--- config.mk ---
export PLATFORM = sky130hd
export DESIGN_NAME = phase_current_conditioner_unit_flat
export DESIGN_NICKNAME = d
export VERILOG_FILES = /design/src/rtl/core/pcc_pkg.sv /design/src/rtl/core/pcc_if.sv /design/src/rtl/core/phase_current_conditioner_unit.sv /design/src/rtl/core/pcc_median.sv /design/src/rtl/core/pcc_div.sv /design/src/flat_wrapper.sv
export SDC_FILE = /design/constraint.sdc
export NUM_CORES = 2
export LEC_CHECK = 0
export ABC_AREA = 1
export BUFFER_PORTS_ARGS = -buffer_cell sky130_fd_sc_hd__buf_4
export CAP_MARGIN = 40
export CORE_MARGIN = 4
export CORE_UTILIZATION = 45
export CTS_CLUSTER_SIZE = 24
export DETAILED_ROUTE_END_ITERATION = 8
export PLACE_DENSITY_LB_ADDON = 0.08
export SYNTH_ARGS = -nofsm -noshare
export SYNTH_HDL_FRONTEND = slang
export SYNTH_SLANG_ARGS = --single-unit
export TNS_END_PERCENT = 50
--- constraint.sdc ---
create_clock -name clk -period 11.18 [get_ports clk]
set_clock_uncertainty 0.1 [all_clocks]
set_input_delay 1.677 -clock clk [delete_from_list [all_inputs] [get_ports clk]]
set_output_delay 1.677 -clock clk [all_outputs]
set_load 0.02 [all_outputs]
--- src/rtl/core/pcc_pkg.sv ---
// Shared constants, codes and control structs of the phase current conditioner.
// No dependencies; every other file imports this package.
package pcc_pkg;

	localparam int MEDIAN_SAMPLES = 8;
	localparam int PHASES         = 3;

	localparam int MV_W    = 12;
	localparam int ALPHA_W = 17;
	localparam int CNT_W   = 16;
	localparam int SUM_W   = 28;
	localparam int FILT_W  = 28;
	localparam int CUR_W   = 19;
	localparam int PH_W    = 2;
	localparam int CIDX_W  = 4;
	localparam int CDAT_W  = 17;
	localparam int FILL_W  = $clog2(MEDIAN_SAMPLES + 1);

	localparam logic [ALPHA_W-1:0] Q16_ONE   = 17'd65536;
	localparam logic [MV_W-1:0]    MV_RESET  = 12'd1650;
	localparam int                 CUR_LIMIT = 250000;

	// configuration register indexes
	localparam logic [CIDX_W-1:0] REG_ALPHA_A    = 4'd0;
	localparam logic [CIDX_W-1:0] REG_ALPHA_REST = 4'd1;
	localparam logic [CIDX_W-1:0] REG_NOMINAL    = 4'd2;
	localparam logic [CIDX_W-1:0] REG_MANUAL_EN  = 4'd3;
	localparam logic [CIDX_W-1:0] REG_MANUAL_A   = 4'd4;
	localparam logic [CIDX_W-1:0] REG_MANUAL_B   = 4'd5;
	localparam logic [CIDX_W-1:0] REG_MANUAL_C   = 4'd6;
	localparam logic [CIDX_W-1:0] REG_CAL_COUNT  = 4'd7;

	typedef struct packed {
		logic            push;
		logic            start;
		logic [MV_W-1:0] sample;
	} med_ctrl_t;

	typedef struct packed {
		logic             start;
		logic [SUM_W-1:0] dividend;
		logic [CNT_W-1:0] divisor;
	} div_ctrl_t;

endpackage

--- src/rtl/core/pcc_if.sv ---
// Handshake channels of the phase current conditioner: sample items, result items
// and register writes. Depends on pcc_pkg for field widths.
interface pcc_in_if import pcc_pkg::*; ();
	logic            valid;
	logic            ready;
	logic            action;
	logic [PH_W-1:0] phase;
	logic [MV_W-1:0] sample_mv;
	modport source (output valid, action, phase, sample_mv, input ready);
	modport sink   (input valid, action, phase, sample_mv, output ready);
endinterface

interface pcc_out_if import pcc_pkg::*; ();
	logic                    valid;
	logic                    ready;
	logic [PH_W-1:0]         out_phase;
	logic signed [CUR_W-1:0] current_ma;
	logic                    cal_done;
	logic                    is_calibrated;
	modport source (output valid, out_phase, current_ma, cal_done, is_calibrated, input ready);
	modport sink   (input valid, out_phase, current_ma, cal_done, is_calibrated, output ready);
endinterface

interface pcc_cfg_if import pcc_pkg::*; ();
	logic              valid;
	logic              ready;
	logic [CIDX_W-1:0] index;
	logic [CDAT_W-1:0] data;
	modport source (output valid, index, data, input ready);
	modport sink   (input valid, index, data, output ready);
endinterface

--- src/rtl/core/phase_current_conditioner_unit.sv ---
// Phase current conditioner: one millivolt sample item in, at most one current item
// out, one item at a time. A measure item of phase B or C runs the filter update
// after calibration, its three products one after another on a shared 17x17
// multiplier. Every MEDIAN_SAMPLES-th phase A item first runs the median sort:
// MEDIAN_SAMPLES-1 passes of MEDIAN_SAMPLES+1 compare steps; the other phase A items
// are only pushed into the median line. The item that completes calibration runs
// three serial divisions. Calibration items that complete nothing and ignored items
// give no result. A result held back by the receiver holds the block in its emit
// state. Write registers only while no item is in flight.
// Depends on pcc_pkg, pcc_if, pcc_median and pcc_div.
module phase_current_conditioner_unit import pcc_pkg::*; (
	input  logic clk,
	input  logic arst_n,
	pcc_in_if.sink     sample,
	pcc_out_if.source  result,
	pcc_cfg_if.sink    cfg
);

	localparam logic [3:0] S_IDLE = 4'd0;
	localparam logic [3:0] S_SORT = 4'd1;
	localparam logic [3:0] S_EMA0 = 4'd2;
	localparam logic [3:0] S_EMA1 = 4'd3;
	localparam logic [3:0] S_EMA2 = 4'd4;
	localparam logic [3:0] S_EMA3 = 4'd5;
	localparam logic [3:0] S_CUR  = 4'd6;
	localparam logic [3:0] S_DIV  = 4'd7;
	localparam logic [3:0] S_DIVW = 4'd8;
	localparam logic [3:0] S_EMIT = 4'd9;

	// registers
	logic [ALPHA_W-1:0] alpha_a_q, alpha_rest_q;
	logic [MV_W-1:0]    nominal_q;
	logic               manual_en_q;
	logic [MV_W-1:0]    manual_q [PHASES];
	logic [CNT_W-1:0]   cal_count_q;

	// per-phase state
	logic [FILT_W-1:0]      filt_q  [PHASES];
	logic [MV_W-1:0]        eff_q   [PHASES];
	logic signed [MV_W:0]   my_q [PHASES];
	logic [SUM_W-1:0]       sum_q   [PHASES];
	logic [CNT_W-1:0]       seen_q  [PHASES];
	logic                   calib_q;
	logic [FILL_W-1:0]      fill_q;

	logic [3:0]         state_q;
	logic [PH_W-1:0]    ph_q;
	logic [MV_W-1:0]    mv_q;
	logic [PH_W-1:0]    qidx_q;
	logic [ALPHA_W-1:0] mul_a, mul_b;
	logic [2*ALPHA_W-1:0] prod_q;
	logic [FILT_W:0]    acc_q;
	logic signed [CUR_W-1:0] res_cur_q;
	logic               res_done_q;

	logic               out_valid_q;
	logic [PH_W-1:0]    out_phase_q;
	logic signed [CUR_W-1:0] out_cur_q;
	logic               out_done_q;
	logic               out_cal_q;

	med_ctrl_t          med_ctrl;
	logic               med_done;
	logic [MV_W-1:0]    med_val;
	div_ctrl_t          div_ctrl;
	logic               div_done;
	logic [MV_W-1:0]    div_quo;

	logic               in_fire;
	logic               cfg_fire;
	logic [PH_W-1:0]    rd_idx;
	logic [CNT_W-1:0]   need;
	logic               room;
	logic               all_seen;
	logic [ALPHA_W-1:0] alpha_sel, a_eff, b_eff;
	logic [FILT_W-1:0]  f_cur;
	logic [FILT_W-1:0]  f_new;
	logic signed [MV_W+1:0]  d_mv;
	logic signed [21:0] cur_full;
	logic signed [21:0] cur_pre, cur_cal;
	logic signed [CUR_W-1:0] cur_sat;
	logic [17:0]        fhi50;
	logic [21:0]        flo50;

	assign in_fire   = sample.valid && sample.ready;
	assign cfg_fire  = cfg.valid && cfg.ready;
	assign cfg.ready = 1'b1;
	assign sample.ready = (state_q == S_IDLE);

	// one read port on the sums: incoming phase when idle, else the division index
	assign rd_idx = (state_q == S_IDLE) ? sample.phase : qidx_q;
	assign need   = (cal_count_q == '0) ? CNT_W'(1) : cal_count_q;
	assign room   = seen_q[rd_idx] < need;

	always_comb begin
		all_seen = 1'b1;
		for (int q = 0; q < PHASES; q++) begin
			if (PH_W'(q) == sample.phase) begin
				if (!(room || seen_q[q] >= need) || (room && (seen_q[q] + 1'b1) < need))
					all_seen = 1'b0;
			end else if (seen_q[q] < need) begin
				all_seen = 1'b0;
			end
		end
	end

	// filter weights, clamped to one
	assign alpha_sel = (ph_q == '0) ? alpha_a_q : alpha_rest_q;
	assign a_eff     = (alpha_sel > Q16_ONE) ? Q16_ONE : alpha_sel;
	assign b_eff     = Q16_ONE - a_eff;
	assign f_cur     = filt_q[ph_q];

	always_comb begin
		case (state_q)
			S_EMA0: begin
				mul_a = a_eff;
				mul_b = ALPHA_W'(mv_q);
			end
			S_EMA1: begin
				mul_a = b_eff;
				mul_b = ALPHA_W'(f_cur[FILT_W-1:16]);
			end
			default: begin
				mul_a = b_eff;
				mul_b = ALPHA_W'(f_cur[15:0]);
			end
		endcase
	end

	always_ff @(posedge clk)
		prod_q <= mul_a * mul_b;

	// current: once calibrated from the updated filter state, rounded half up; before from sample minus nominal
	assign f_new   = acc_q[FILT_W-1:0];
	assign d_mv    = (MV_W+2)'(my_q[ph_q]) - $signed({2'b0, eff_q[ph_q]});
	assign fhi50   = 18'(f_new[FILT_W-1:16]) * 18'd50;
	assign flo50   = 22'(f_new[15:0]) * 22'd50 + 22'd32768;
	assign cur_cal = 22'(d_mv) * 22'sd50 + $signed({4'b0, fhi50})
		+ $signed({16'b0, flo50[21:16]});
	assign cur_pre = ($signed({10'b0, mv_q}) - $signed({10'b0, nominal_q})) * 22'sd50;
	assign cur_full = calib_q ? cur_cal : cur_pre;

	always_comb begin
		if (cur_full > 22'sd250000)
			cur_sat = CUR_W'(CUR_LIMIT);
		else if (cur_full < -22'sd250000)
			cur_sat = CUR_W'(-CUR_LIMIT);
		else
			cur_sat = cur_full[CUR_W-1:0];
	end

	always_comb begin
		med_ctrl.push   = 1'b0;
		med_ctrl.start  = 1'b0;
		med_ctrl.sample = sample.sample_mv;
		if (MEDIAN_SAMPLES >= 3 && in_fire && !sample.action && sample.phase == '0) begin
			med_ctrl.push  = 1'b1;
			med_ctrl.start = (fill_q == FILL_W'(MEDIAN_SAMPLES - 1));
		end
	end

	assign div_ctrl.start    = (state_q == S_DIV);
	assign div_ctrl.dividend = sum_q[rd_idx];
	assign div_ctrl.divisor  = seen_q[rd_idx];

	pcc_median u_median (
		.clk    (clk),
		.arst_n (arst_n),
		.ctrl   (med_ctrl),
		.done   (med_done),
		.median (med_val)
	);

	pcc_div u_div (
		.clk      (clk),
		.arst_n   (arst_n),
		.ctrl     (div_ctrl),
		.done     (div_done),
		.quotient (div_quo)
	);

	always_ff @(posedge clk) begin
		if (in_fire) begin
			ph_q <= sample.phase;
			mv_q <= sample.sample_mv;
		end else if (state_q == S_SORT && med_done) begin
			mv_q <= med_val;
		end
		case (state_q)
			S_EMA1: acc_q <= (FILT_W+1)'(prod_q);
			S_EMA2: acc_q <= acc_q + (FILT_W+1)'(prod_q);
			S_EMA3: acc_q <= acc_q + (FILT_W+1)'((35'(prod_q) + 35'd32768) >> 16);
			default: acc_q <= acc_q;
		endcase
		if (state_q == S_CUR) begin
			res_cur_q  <= cur_sat;
			res_done_q <= 1'b0;
		end else if (state_q == S_DIVW && div_done && qidx_q == PH_W'(PHASES - 1)) begin
			res_cur_q  <= '0;
			res_done_q <= 1'b1;
		end
	end

	always_ff @(posedge clk or negedge arst_n) begin
		if (!arst_n) begin
			alpha_a_q    <= 17'd3277;
			alpha_rest_q <= 17'd16384;
			nominal_q    <= MV_RESET;
			manual_en_q  <= 1'b0;
			cal_count_q  <= 16'd64;
			for (int q = 0; q < PHASES; q++) begin
				manual_q[q] <= MV_RESET;
				filt_q[q]   <= {MV_RESET, 16'd0};
				eff_q[q]    <= MV_RESET;
				my_q[q]  <= '0;
				sum_q[q]    <= '0;
				seen_q[q]   <= '0;
			end
			calib_q     <= 1'b0;
			fill_q      <= '0;
			state_q     <= S_IDLE;
			qidx_q      <= '0;
			out_valid_q <= 1'b0;
		end else begin
			if (cfg_fire) begin
				case (cfg.index)
					REG_ALPHA_A:    alpha_a_q    <= cfg.data;
					REG_ALPHA_REST: alpha_rest_q <= cfg.data;
					REG_NOMINAL:    nominal_q    <= cfg.data[MV_W-1:0];
					REG_MANUAL_EN:  manual_en_q  <= cfg.data[0];
					REG_MANUAL_A:   manual_q[0]  <= cfg.data[MV_W-1:0];
					REG_MANUAL_B:   manual_q[1]  <= cfg.data[MV_W-1:0];
					REG_MANUAL_C:   manual_q[2]  <= cfg.data[MV_W-1:0];
					REG_CAL_COUNT:  cal_count_q  <= cfg.data[CNT_W-1:0];
					default: ;
				endcase
			end

			// the emit state refills the output register itself
			if (result.ready && state_q != S_EMIT)
				out_valid_q <= 1'b0;

			case (state_q)
				S_IDLE: begin
					if (in_fire && sample.phase < PH_W'(PHASES)) begin
						if (sample.action) begin
							if (room) begin
								sum_q[rd_idx]  <= sum_q[rd_idx] + SUM_W'(sample.sample_mv);
								seen_q[rd_idx] <= seen_q[rd_idx] + 1'b1;
							end
							if (all_seen) begin
								qidx_q  <= '0;
								state_q <= S_DIV;
							end
						end else if (MEDIAN_SAMPLES >= 3 && sample.phase == '0) begin
							if (fill_q == FILL_W'(MEDIAN_SAMPLES - 1)) begin
								fill_q  <= '0;
								state_q <= S_SORT;
							end else begin
								fill_q <= fill_q + 1'b1;
							end
						end else begin
							state_q <= S_EMA0;
						end
					end
				end
				S_SORT: begin
					if (med_done)
						state_q <= S_EMA0;
				end
				S_EMA0: state_q <= calib_q ? S_EMA1 : S_CUR;
				S_EMA1: state_q <= S_EMA2;
				S_EMA2: state_q <= S_EMA3;
				S_EMA3: state_q <= S_CUR;
				S_CUR: begin
					if (calib_q)
						filt_q[ph_q] <= f_new;
					state_q <= S_EMIT;
				end
				S_DIV: state_q <= S_DIVW;
				S_DIVW: begin
					if (div_done) begin
						filt_q[qidx_q] <= {div_quo, 16'd0};
						if (manual_en_q) begin
							eff_q[qidx_q]   <= manual_q[qidx_q];
							my_q[qidx_q] <= $signed({1'b0, manual_q[qidx_q]})
								- $signed({1'b0, div_quo});
						end else begin
							eff_q[qidx_q]   <= div_quo;
							my_q[qidx_q] <= '0;
						end
						if (qidx_q == PH_W'(PHASES - 1)) begin
							for (int q = 0; q < PHASES; q++) begin
								sum_q[q]  <= '0;
								seen_q[q] <= '0;
							end
							calib_q <= 1'b1;
							state_q <= S_EMIT;
						end else begin
							qidx_q  <= qidx_q + 1'b1;
							state_q <= S_DIV;
						end
					end
				end
				S_EMIT: begin
					// hold until the output register is free
					if (!out_valid_q || result.ready) begin
						out_valid_q <= 1'b1;
						state_q     <= S_IDLE;
					end
				end
				default: state_q <= S_IDLE;
			endcase
		end
	end

	always_ff @(posedge clk) begin
		if (state_q == S_EMIT && (!out_valid_q || result.ready)) begin
			out_phase_q <= ph_q;
			out_cur_q   <= res_cur_q;
			out_done_q  <= res_done_q;
			out_cal_q   <= calib_q;
		end
	end

	assign result.valid         = out_valid_q;
	assign result.out_phase     = out_phase_q;
	assign result.current_ma    = out_cur_q;
	assign result.cal_done      = out_done_q;
	assign result.is_calibrated = out_cal_q;

endmodule

--- src/rtl/core/pcc_median.sv ---
// Phase A median unit: a shift line of samples sorted in place by one shared
// compare stage that streams the line past a carry register. Depends on pcc_pkg.
module pcc_median import pcc_pkg::*; (
	input  logic            clk,
	input  logic            arst_n,
	input  med_ctrl_t       ctrl,
	output logic            done,
	output logic [MV_W-1:0] median
);

	localparam int STEP_W = $clog2(MEDIAN_SAMPLES + 1);
	localparam int PASS_W = $clog2(MEDIAN_SAMPLES);
	localparam int MID    = MEDIAN_SAMPLES / 2;

	logic [MV_W-1:0]   line_q [MEDIAN_SAMPLES];
	logic [MV_W-1:0]   carry_q;
	logic              busy_q;
	logic              done_q;
	logic [STEP_W-1:0] step_q;
	logic [PASS_W-1:0] pass_q;
	logic              gt;
	logic [MV_W-1:0]   lo, hi, tail;
	logic              last_step;

	assign gt   = carry_q > line_q[0];
	assign lo   = gt ? line_q[0] : carry_q;
	assign hi   = gt ? carry_q : line_q[0];
	assign last_step = (step_q == STEP_W'(MEDIAN_SAMPLES));

	always_comb begin
		if (step_q == '0)
			tail = line_q[0];
		else if (last_step)
			tail = carry_q;
		else
			tail = lo;
	end

	// stream one pass: take the head, keep the larger in the carry, append the smaller
	always_ff @(posedge clk) begin
		if (ctrl.push && !busy_q) begin
			for (int k = 0; k < MEDIAN_SAMPLES - 1; k++)
				line_q[k] <= line_q[k+1];
			line_q[MEDIAN_SAMPLES-1] <= ctrl.sample;
		end else if (busy_q) begin
			for (int k = 0; k < MEDIAN_SAMPLES - 1; k++)
				line_q[k] <= line_q[k+1];
			line_q[MEDIAN_SAMPLES-1] <= tail;
			carry_q <= (step_q == '0) ? line_q[0] : hi;
		end
	end

	always_ff @(posedge clk or negedge arst_n) begin
		if (!arst_n) begin
			busy_q <= 1'b0;
			done_q <= 1'b0;
			step_q <= '0;
			pass_q <= '0;
		end else begin
			done_q <= 1'b0;
			if (!busy_q) begin
				if (ctrl.start) begin
					busy_q <= 1'b1;
					step_q <= '0;
					pass_q <= '0;
				end
			end else if (last_step) begin
				step_q <= '0;
				if (pass_q == PASS_W'(MEDIAN_SAMPLES - 2)) begin
					busy_q <= 1'b0;
					done_q <= 1'b1;
				end else begin
					pass_q <= pass_q + 1'b1;
				end
			end else begin
				step_q <= step_q + 1'b1;
			end
		end
	end

	always_comb begin
		if (MEDIAN_SAMPLES % 2 == 0)
			median = MV_W'(({1'b0, line_q[MID-1]} + {1'b0, line_q[MID]}) >> 1);
		else
			median = line_q[MID];
	end

	assign done = done_q;

endmodule

--- src/rtl/core/pcc_div.sv ---
// Restoring divider, one quotient bit a cycle, for the calibration averages.
// Depends on pcc_pkg.
module pcc_div import pcc_pkg::*; (
	input  logic            clk,
	input  logic            arst_n,
	input  div_ctrl_t       ctrl,
	output logic            done,
	output logic [MV_W-1:0] quotient
);

	localparam int BIT_W = $clog2(SUM_W + 1);

	logic [SUM_W-1:0] quo_q;
	logic [CNT_W:0]   rem_q;
	logic [CNT_W-1:0] dvs_q;
	logic [BIT_W-1:0] cnt_q;
	logic             busy_q;
	logic             done_q;
	logic [CNT_W:0]   trial;
	logic [CNT_W+1:0] diff;

	assign trial = {rem_q[CNT_W-1:0], quo_q[SUM_W-1]};
	assign diff  = {1'b0, trial} - {2'b0, dvs_q};

	always_ff @(posedge clk) begin
		if (ctrl.start && !busy_q) begin
			quo_q <= ctrl.dividend;
			rem_q <= '0;
			dvs_q <= ctrl.divisor;
		end else if (busy_q) begin
			if (!diff[CNT_W+1]) begin
				rem_q <= diff[CNT_W:0];
				quo_q <= {quo_q[SUM_W-2:0], 1'b1};
			end else begin
				rem_q <= trial;
				quo_q <= {quo_q[SUM_W-2:0], 1'b0};
			end
		end
	end

	always_ff @(posedge clk or negedge arst_n) begin
		if (!arst_n) begin
			busy_q <= 1'b0;
			done_q <= 1'b0;
			cnt_q  <= '0;
		end else begin
			done_q <= 1'b0;
			if (!busy_q) begin
				if (ctrl.start) begin
					busy_q <= 1'b1;
					cnt_q  <= '0;
				end
			end else if (cnt_q == BIT_W'(SUM_W - 1)) begin
				busy_q <= 1'b0;
				done_q <= 1'b1;
			end else begin
				cnt_q <= cnt_q + 1'b1;
			end
		end
	end

	// averages never exceed the largest sample
	assign quotient = quo_q[MV_W-1:0];
	assign done     = done_q;

endmodule
--- src/flat_wrapper.sv ---
// flat-port wrapper written by rule: the top's interface ports become plain ports
module phase_current_conditioner_unit_flat import pcc_pkg::*;
  (clk, arst_n, sample_valid, sample_action, sample_phase, sample_sample_mv, sample_ready, result_valid, result_out_phase, result_current_ma, result_cal_done, result_is_calibrated, result_ready, cfg_valid, cfg_index, cfg_data, cfg_ready);
  pcc_in_if sample_i ();
  pcc_out_if result_i ();
  pcc_cfg_if cfg_i ();
  input  logic clk;
  input  logic arst_n;
  input wire logic [$bits(sample_i.valid)-1:0] sample_valid;
  input wire logic [$bits(sample_i.action)-1:0] sample_action;
  input wire logic [$bits(sample_i.phase)-1:0] sample_phase;
  input wire logic [$bits(sample_i.sample_mv)-1:0] sample_sample_mv;
  output wire logic [$bits(sample_i.ready)-1:0] sample_ready;
  output wire logic [$bits(result_i.valid)-1:0] result_valid;
  output wire logic [$bits(result_i.out_phase)-1:0] result_out_phase;
  output wire logic [$bits(result_i.current_ma)-1:0] result_current_ma;
  output wire logic [$bits(result_i.cal_done)-1:0] result_cal_done;
  output wire logic [$bits(result_i.is_calibrated)-1:0] result_is_calibrated;
  input wire logic [$bits(result_i.ready)-1:0] result_ready;
  input wire logic [$bits(cfg_i.valid)-1:0] cfg_valid;
  input wire logic [$bits(cfg_i.index)-1:0] cfg_index;
  input wire logic [$bits(cfg_i.data)-1:0] cfg_data;
  output wire logic [$bits(cfg_i.ready)-1:0] cfg_ready;
  assign sample_i.valid = sample_valid;
  assign sample_i.action = sample_action;
  assign sample_i.phase = sample_phase;
  assign sample_i.sample_mv = sample_sample_mv;
  assign sample_ready = sample_i.ready;
  assign result_valid = result_i.valid;
  assign result_out_phase = result_i.out_phase;
  assign result_current_ma = result_i.current_ma;
  assign result_cal_done = result_i.cal_done;
  assign result_is_calibrated = result_i.is_calibrated;
  assign result_i.ready = result_ready;
  assign cfg_i.valid = cfg_valid;
  assign cfg_i.index = cfg_index;
  assign cfg_i.data = cfg_data;
  assign cfg_ready = cfg_i.ready;
  phase_current_conditioner_unit u_core (.clk(clk), .arst_n(arst_n), .sample(sample_i), .result(result_i), .cfg(cfg_i));
endmodule
==> impl_results.html <==
<table>
<tr><th>Metric</th><th>Value</th></tr>
<tr><th colspan="2">Status</th></tr>
<tr><td>Outcome</td><td>finished, final reports clean</td></tr>
<tr><th colspan="2">CTS</th></tr>
<tr><td>H-tree depth</td><td>3</td></tr>
<tr><td>Number of buffers created by CTS</td><td>85</td></tr>
<tr><td>Clock insertion delay at the later pin of the skew report</td><td>0.68 ns</td></tr>
<tr><td>Post-CTS Resized</td><td>0</td></tr>
<tr><td>Sinks on the clock net</td><td>704</td></tr>
<tr><td>Post-CTS setup buffer count</td><td>0</td></tr>
<tr><td>Buffer cell driving the clock tree root</td><td>clkbuf_16</td></tr>
<tr><td>Number of buffers on the longest clock path</td><td>3</td></tr>
<tr><td>CTS tree</td><td>yes</td></tr>
<tr><td>Cts hold-fix bufs</td><td>0</td></tr>
<tr><td>Clock-pin slew on the worst setup and hold paths</td><td>0.06 ns</td></tr>
<tr><th colspan="2">GRT</th></tr>
<tr><td>Layer carrying the most global-route usage</td><td>met2</td></tr>
<tr><td>Largest net degree at the start of global routing</td><td>108</td></tr>
<tr><td>First-pass GRT wire length</td><td>271,000 µm</td></tr>
<tr><td>Number of antenna violations at the first check in global routing</td><td>5</td></tr>
<tr><td>Overall track demand over capacity in global routing</td><td>27.7%</td></tr>
<tr><td>Number of global-route vias before repair</td><td>43,958</td></tr>
<tr><td>Met2 Resource Use GR</td><td>41.2%</td></tr>
<tr><td>Met1 global-route usage</td><td>41.2%</td></tr>
<tr><td>Aggregate global routing overflow</td><td>0</td></tr>
<tr><td>Grt met3 use</td><td>4.94%</td></tr>
<tr><th colspan="2">Min path</th></tr>
<tr><td>Hold Path Sink</td><td>u_core.u_median.line_q[0][9]$_DFFE_PP_</td></tr>
<tr><td>Number of stages on the worst hold path</td><td>0</td></tr>
<tr><td>Class of the most critical hold timing path</td><td>flip-flop to flip-flop</td></tr>
<tr><td>Launch instance of the worst min-delay path</td><td>u_core.u_median.line_q[0][21]$_DFFE_PP_</td></tr>
<tr><th colspan="2">Power and ir drop</th></tr>
<tr><td>Max rail drop VDD</td><td>190 µV</td></tr>
<tr><td>Power per cell area</td><td>173 mW/mm²</td></tr>
<tr><td>Lkg Pwr</td><td>29.9 nW</td></tr>
<tr><td>Power consumption</td><td>10.4 mW</td></tr>
<tr><th colspan="2">STA</th></tr>
<tr><td>Final Max Slew Viols</td><td>0</td></tr>
<tr><td>Worst relative slew slack</td><td>33.9%</td></tr>
<tr><td>Final min period</td><td>9.82 ns</td></tr>
<tr><td>RSZ-0062 raised after global routing</td><td>no</td></tr>
<tr><td>Peak Freq</td><td>102 MHz</td></tr>
<tr><td>Fin Setup TNS</td><td>0 ns</td></tr>
<tr><td>Fraction of the cycle the final worst path needs</td><td>87.8%</td></tr>
<tr><td>Final setup viols</td><td>0</td></tr>
<tr><td>Tightest Pin Transition</td><td>0.991 ns</td></tr>
<tr><td>Number of hold-slack violations in the final timing report</td><td>0</td></tr>
<tr><th colspan="2">Route</th></tr>
<tr><td>Total wire length after detailed routing</td><td>177,000 µm</td></tr>
<tr><td>Count of vias placed by the detailed router</td><td>45,887</td></tr>
<tr><td># DRC</td><td>0</td></tr>
<tr><td>Starting DRT DRC Count</td><td>4,293</td></tr>
<tr><td>Routed via count divided by cell count</td><td>5.47</td></tr>
<tr><td>Number of antenna-violating nets in the routed design</td><td>0</td></tr>
<tr><td>WL per Instance</td><td>21.1 µm</td></tr>
<tr><td>Number of search-and-repair iterations in the first detailed-routing pass</td><td>6</td></tr>
<tr><th colspan="2">Synth</th></tr>
<tr><td>Most used standard cell by instance count after synthesis</td><td>nand2_1</td></tr>
<tr><td>Cell taking the most area after synthesis</td><td>dfrtp_1</td></tr>
<tr><td>Number of distinct library cell variants in the gate-level netlist after synthesis</td><td>75</td></tr>
<tr><td>Ranking of synthesized cells by instance count</td><td>nand2_1, inv_1, ha_1, o21ai_0, nor2_1</td></tr>
<tr><td>Post-Synthesis Cell Area</td><td>0.0547 mm²</td></tr>
<tr><td>Seq/Total Area, Yosys</td><td>34.1%</td></tr>
<tr><td>Gate Count Post-Synth</td><td>6,668</td></tr>
<tr><td>Seq cells post-synth</td><td>704</td></tr>
<tr><td>Yosys warnings</td><td>0</td></tr>
<tr><td>Proportion of synthesized flip-flops having asynchronous set or reset</td><td>59.4%</td></tr>
<tr><td>Predominant post-synthesis flop cell</td><td>dfrtp_1</td></tr>
<tr><td>Post-Syn Area per Cell</td><td>8.20 µm²</td></tr>
<tr><td>Post-synth net total</td><td>7,519</td></tr>
<tr><td>Largest cells by area after synthesis</td><td>dfrtp_1, edfxtp_1, ha_1</td></tr>
<tr><td>Share of the synthesized area in the top cell type</td><td>16.0%</td></tr>
<tr><td>Number of enable flip-flop cells after synthesis</td><td>236</td></tr>
<tr><th colspan="2">Placement</th></tr>
<tr><td># port buffers</td><td>65</td></tr>
<tr><td>Dpl hpwl</td><td>135,000 µm</td></tr>
<tr><td>Number of placed instances, taps included</td><td>8,235</td></tr>
<tr><td>Routability Congestion</td><td>0.921</td></tr>
<tr><th colspan="2">Setup path</th></tr>
<tr><td>Critical path required time</td><td>11.67 ns</td></tr>
<tr><td>Crit-path most repeated cell</td><td>inv_1</td></tr>
<tr><td>Biggest cell delay along the critical path</td><td>0.64 ns</td></tr>
<tr><td>Maximum fanout along the worst path</td><td>20</td></tr>
<tr><td>Type of the setup path with the least slack</td><td>flip-flop to flip-flop</td></tr>
<tr><td>Setup slack of the worst register-to-register path</td><td>1.36 ns</td></tr>
<tr><td>Setup crit start kind</td><td>flip-flop</td></tr>
<tr><td>Launch point of the critical path</td><td>u_core.ph_q[0]$_DFFE_PP_</td></tr>
<tr><td>Crit path capture type</td><td>flip-flop</td></tr>
<tr><td>Reg-to-reg startpoint</td><td>u_core.ph_q[0]$_DFFE_PP_</td></tr>
<tr><td>Data arrival time of the worst path</td><td>10.31 ns</td></tr>
<tr><td>Reg2Reg Capture Point</td><td>u_core.prod_q[25]$_DFF_P_</td></tr>
<tr><td>Slowest-stage cell, CP</td><td>nor2_4</td></tr>
<tr><td>Stages on the worst setup path</td><td>38</td></tr>
<tr><td>Worst Path Buf+Inv</td><td>10</td></tr>
<tr><td>Cells on worst reg2reg path</td><td>38</td></tr>
<tr><td>Cell family with most CP delay</td><td>adder cells</td></tr>
<tr><th colspan="2">Floorplan</th></tr>
<tr><td>Boundary pin count</td><td>67</td></tr>
<tr><td>Overall die area</td><td>0.127 mm²</td></tr>
<tr><td>Effective utilization at floorplan</td><td>45.5%</td></tr>
<tr><td>Cell Rows</td><td>127</td></tr>
<tr><td>Die Y-Extent</td><td>357 µm</td></tr>
<tr><td>Width of the chip</td><td>357 µm</td></tr>
<tr><td>Standard cell core area</td><td>0.120 mm²</td></tr>
<tr><th colspan="2">Finish</th></tr>
<tr><td>Synth-to-Final Area Change</td><td>9.92%</td></tr>
<tr><td>Final Non-Filler Cells</td><td>8,392</td></tr>
<tr><td>Share of layout cells above drive strength 1</td><td>6.82%</td></tr>
<tr><td>FILL cells</td><td>11,746</td></tr>
<tr><td># nets final</td><td>7,561</td></tr>
<tr><th colspan="2">Flow run</th></tr>
<tr><td>Max cap viols</td><td>0</td></tr>
</table>
==> cell type report <==
cell class | instances | area [µm²] | area share [%]
timing repair buffer | 156 | 1350 | 2.24
tap | 1612 | 2020 | 3.35
sequential | 704 | 18600 | 31.0
clock inverter | 35 | 500 | 0.832
multi-input combinational | 4763 | 31500 | 52.3
antenna | 1 | 2.50 | 0.00416
inverter | 1000 | 3750 | 6.24
clock buffer | 121 | 2410 | 4.00
==> power by group <==
| part | leakage (nW) | switching (mW) | internal (mW) |
|---|---|---|---|
| logic | 20.6 | 2.97 | 1.59 |
| clock network | 1.41 | 1.19 | 1.72 |
| registers | 7.87 | 0.111 | 2.82 |
==> registers in the layout, summed over array words and instances, names as in the netlist, 19 cells and up <==
signal	cells
u_core.sum_q	84
u_core.seen_q	48
u_core.result.current_ma	19
u_core.u_div.quo_q	28
u_core.u_median.line_q	96
u_core.filt_q	84
u_core.eff_q	36
u_core.my_q	39
u_core.prod_q	33
u_core.res_cur_q	19
u_core.acc_q	28
u_core.manual_q	36
==> per-layer routing <==
metal	part of all wire [%]	wire length (µm)	up-vias
met2	42	75000	1654
met5	0	0	-
met1	46	82100	22018
met4	3.3	5790	0
met3	7.8	13800	274
li1	-	-	21941
==> per-stage QoR <==
step                setup WS [ns]  hold slack, ns  instance area [µm²]  utilization, %
floorplan                    3.07           0.300                54700               -
global placement             1.63           0.301                56900            47.3
detailed placement           1.47           0.305                57200            47.6
CTS                          1.45           0.312                60100            50.0
global route                0.525           0.324                60100            50.0
finish                       1.36           0.316                60100            50.0
==> cells in the final DEF (no fill, tap or decap), drive strengths merged, types with 9 or more instances in the layout <==
master      n
o221ai     28
ha        552
buf       156
nor4        9
edfxtp    236
a21o       14
dfstp      69
nand3     234
a2bb2oi    15
a31oi      29
nand3b     10
o21a       13
o41ai      10
nand4      56
fa        258
o22ai      68
a22oi      44
clkinv     28
nor2      366
dfrtp     349
a211oi     11
nand2    1732
o21bai     18
nor3       60
a21oi     348
o211ai     44
bufinv      9
xor2      169
dfxtp      50
o31ai       9
o21ai     528
xnor2      61
or2        26
inv       996
clkbuf    121
==> worst max path at each step <==
stage | end | slack, ns
finish | u_core.prod_q[25]$_DFF_P_ | 1.36
detailed placement | u_core.prod_q[25]$_DFF_P_ | 1.47
global placement | u_core.prod_q[28]$_DFF_P_ | 1.63
CTS | u_core.prod_q[25]$_DFF_P_ | 1.45
floorplan | u_core.prod_q[25]$_DFF_P_ | 3.07
global route | u_core.prod_q[25]$_DFF_P_ | 0.53
==> kinds of logic after synthesis <==
family                   Yosys count  synth area share [%]
XOR/XNOR                         230                  3.68
AO/OA/AOI/OAI                   1216                  12.8
AND/OR/NAND/NOR                 2505                  18.8
adder cells (fa/ha/maj)          810                  22.1
multiplexers                       1                0.0183
flip-flops                       704                  34.1
other                              1               0.00686
buffers and inverters           1201                  8.55
Power figures use the tool's default switching activity.
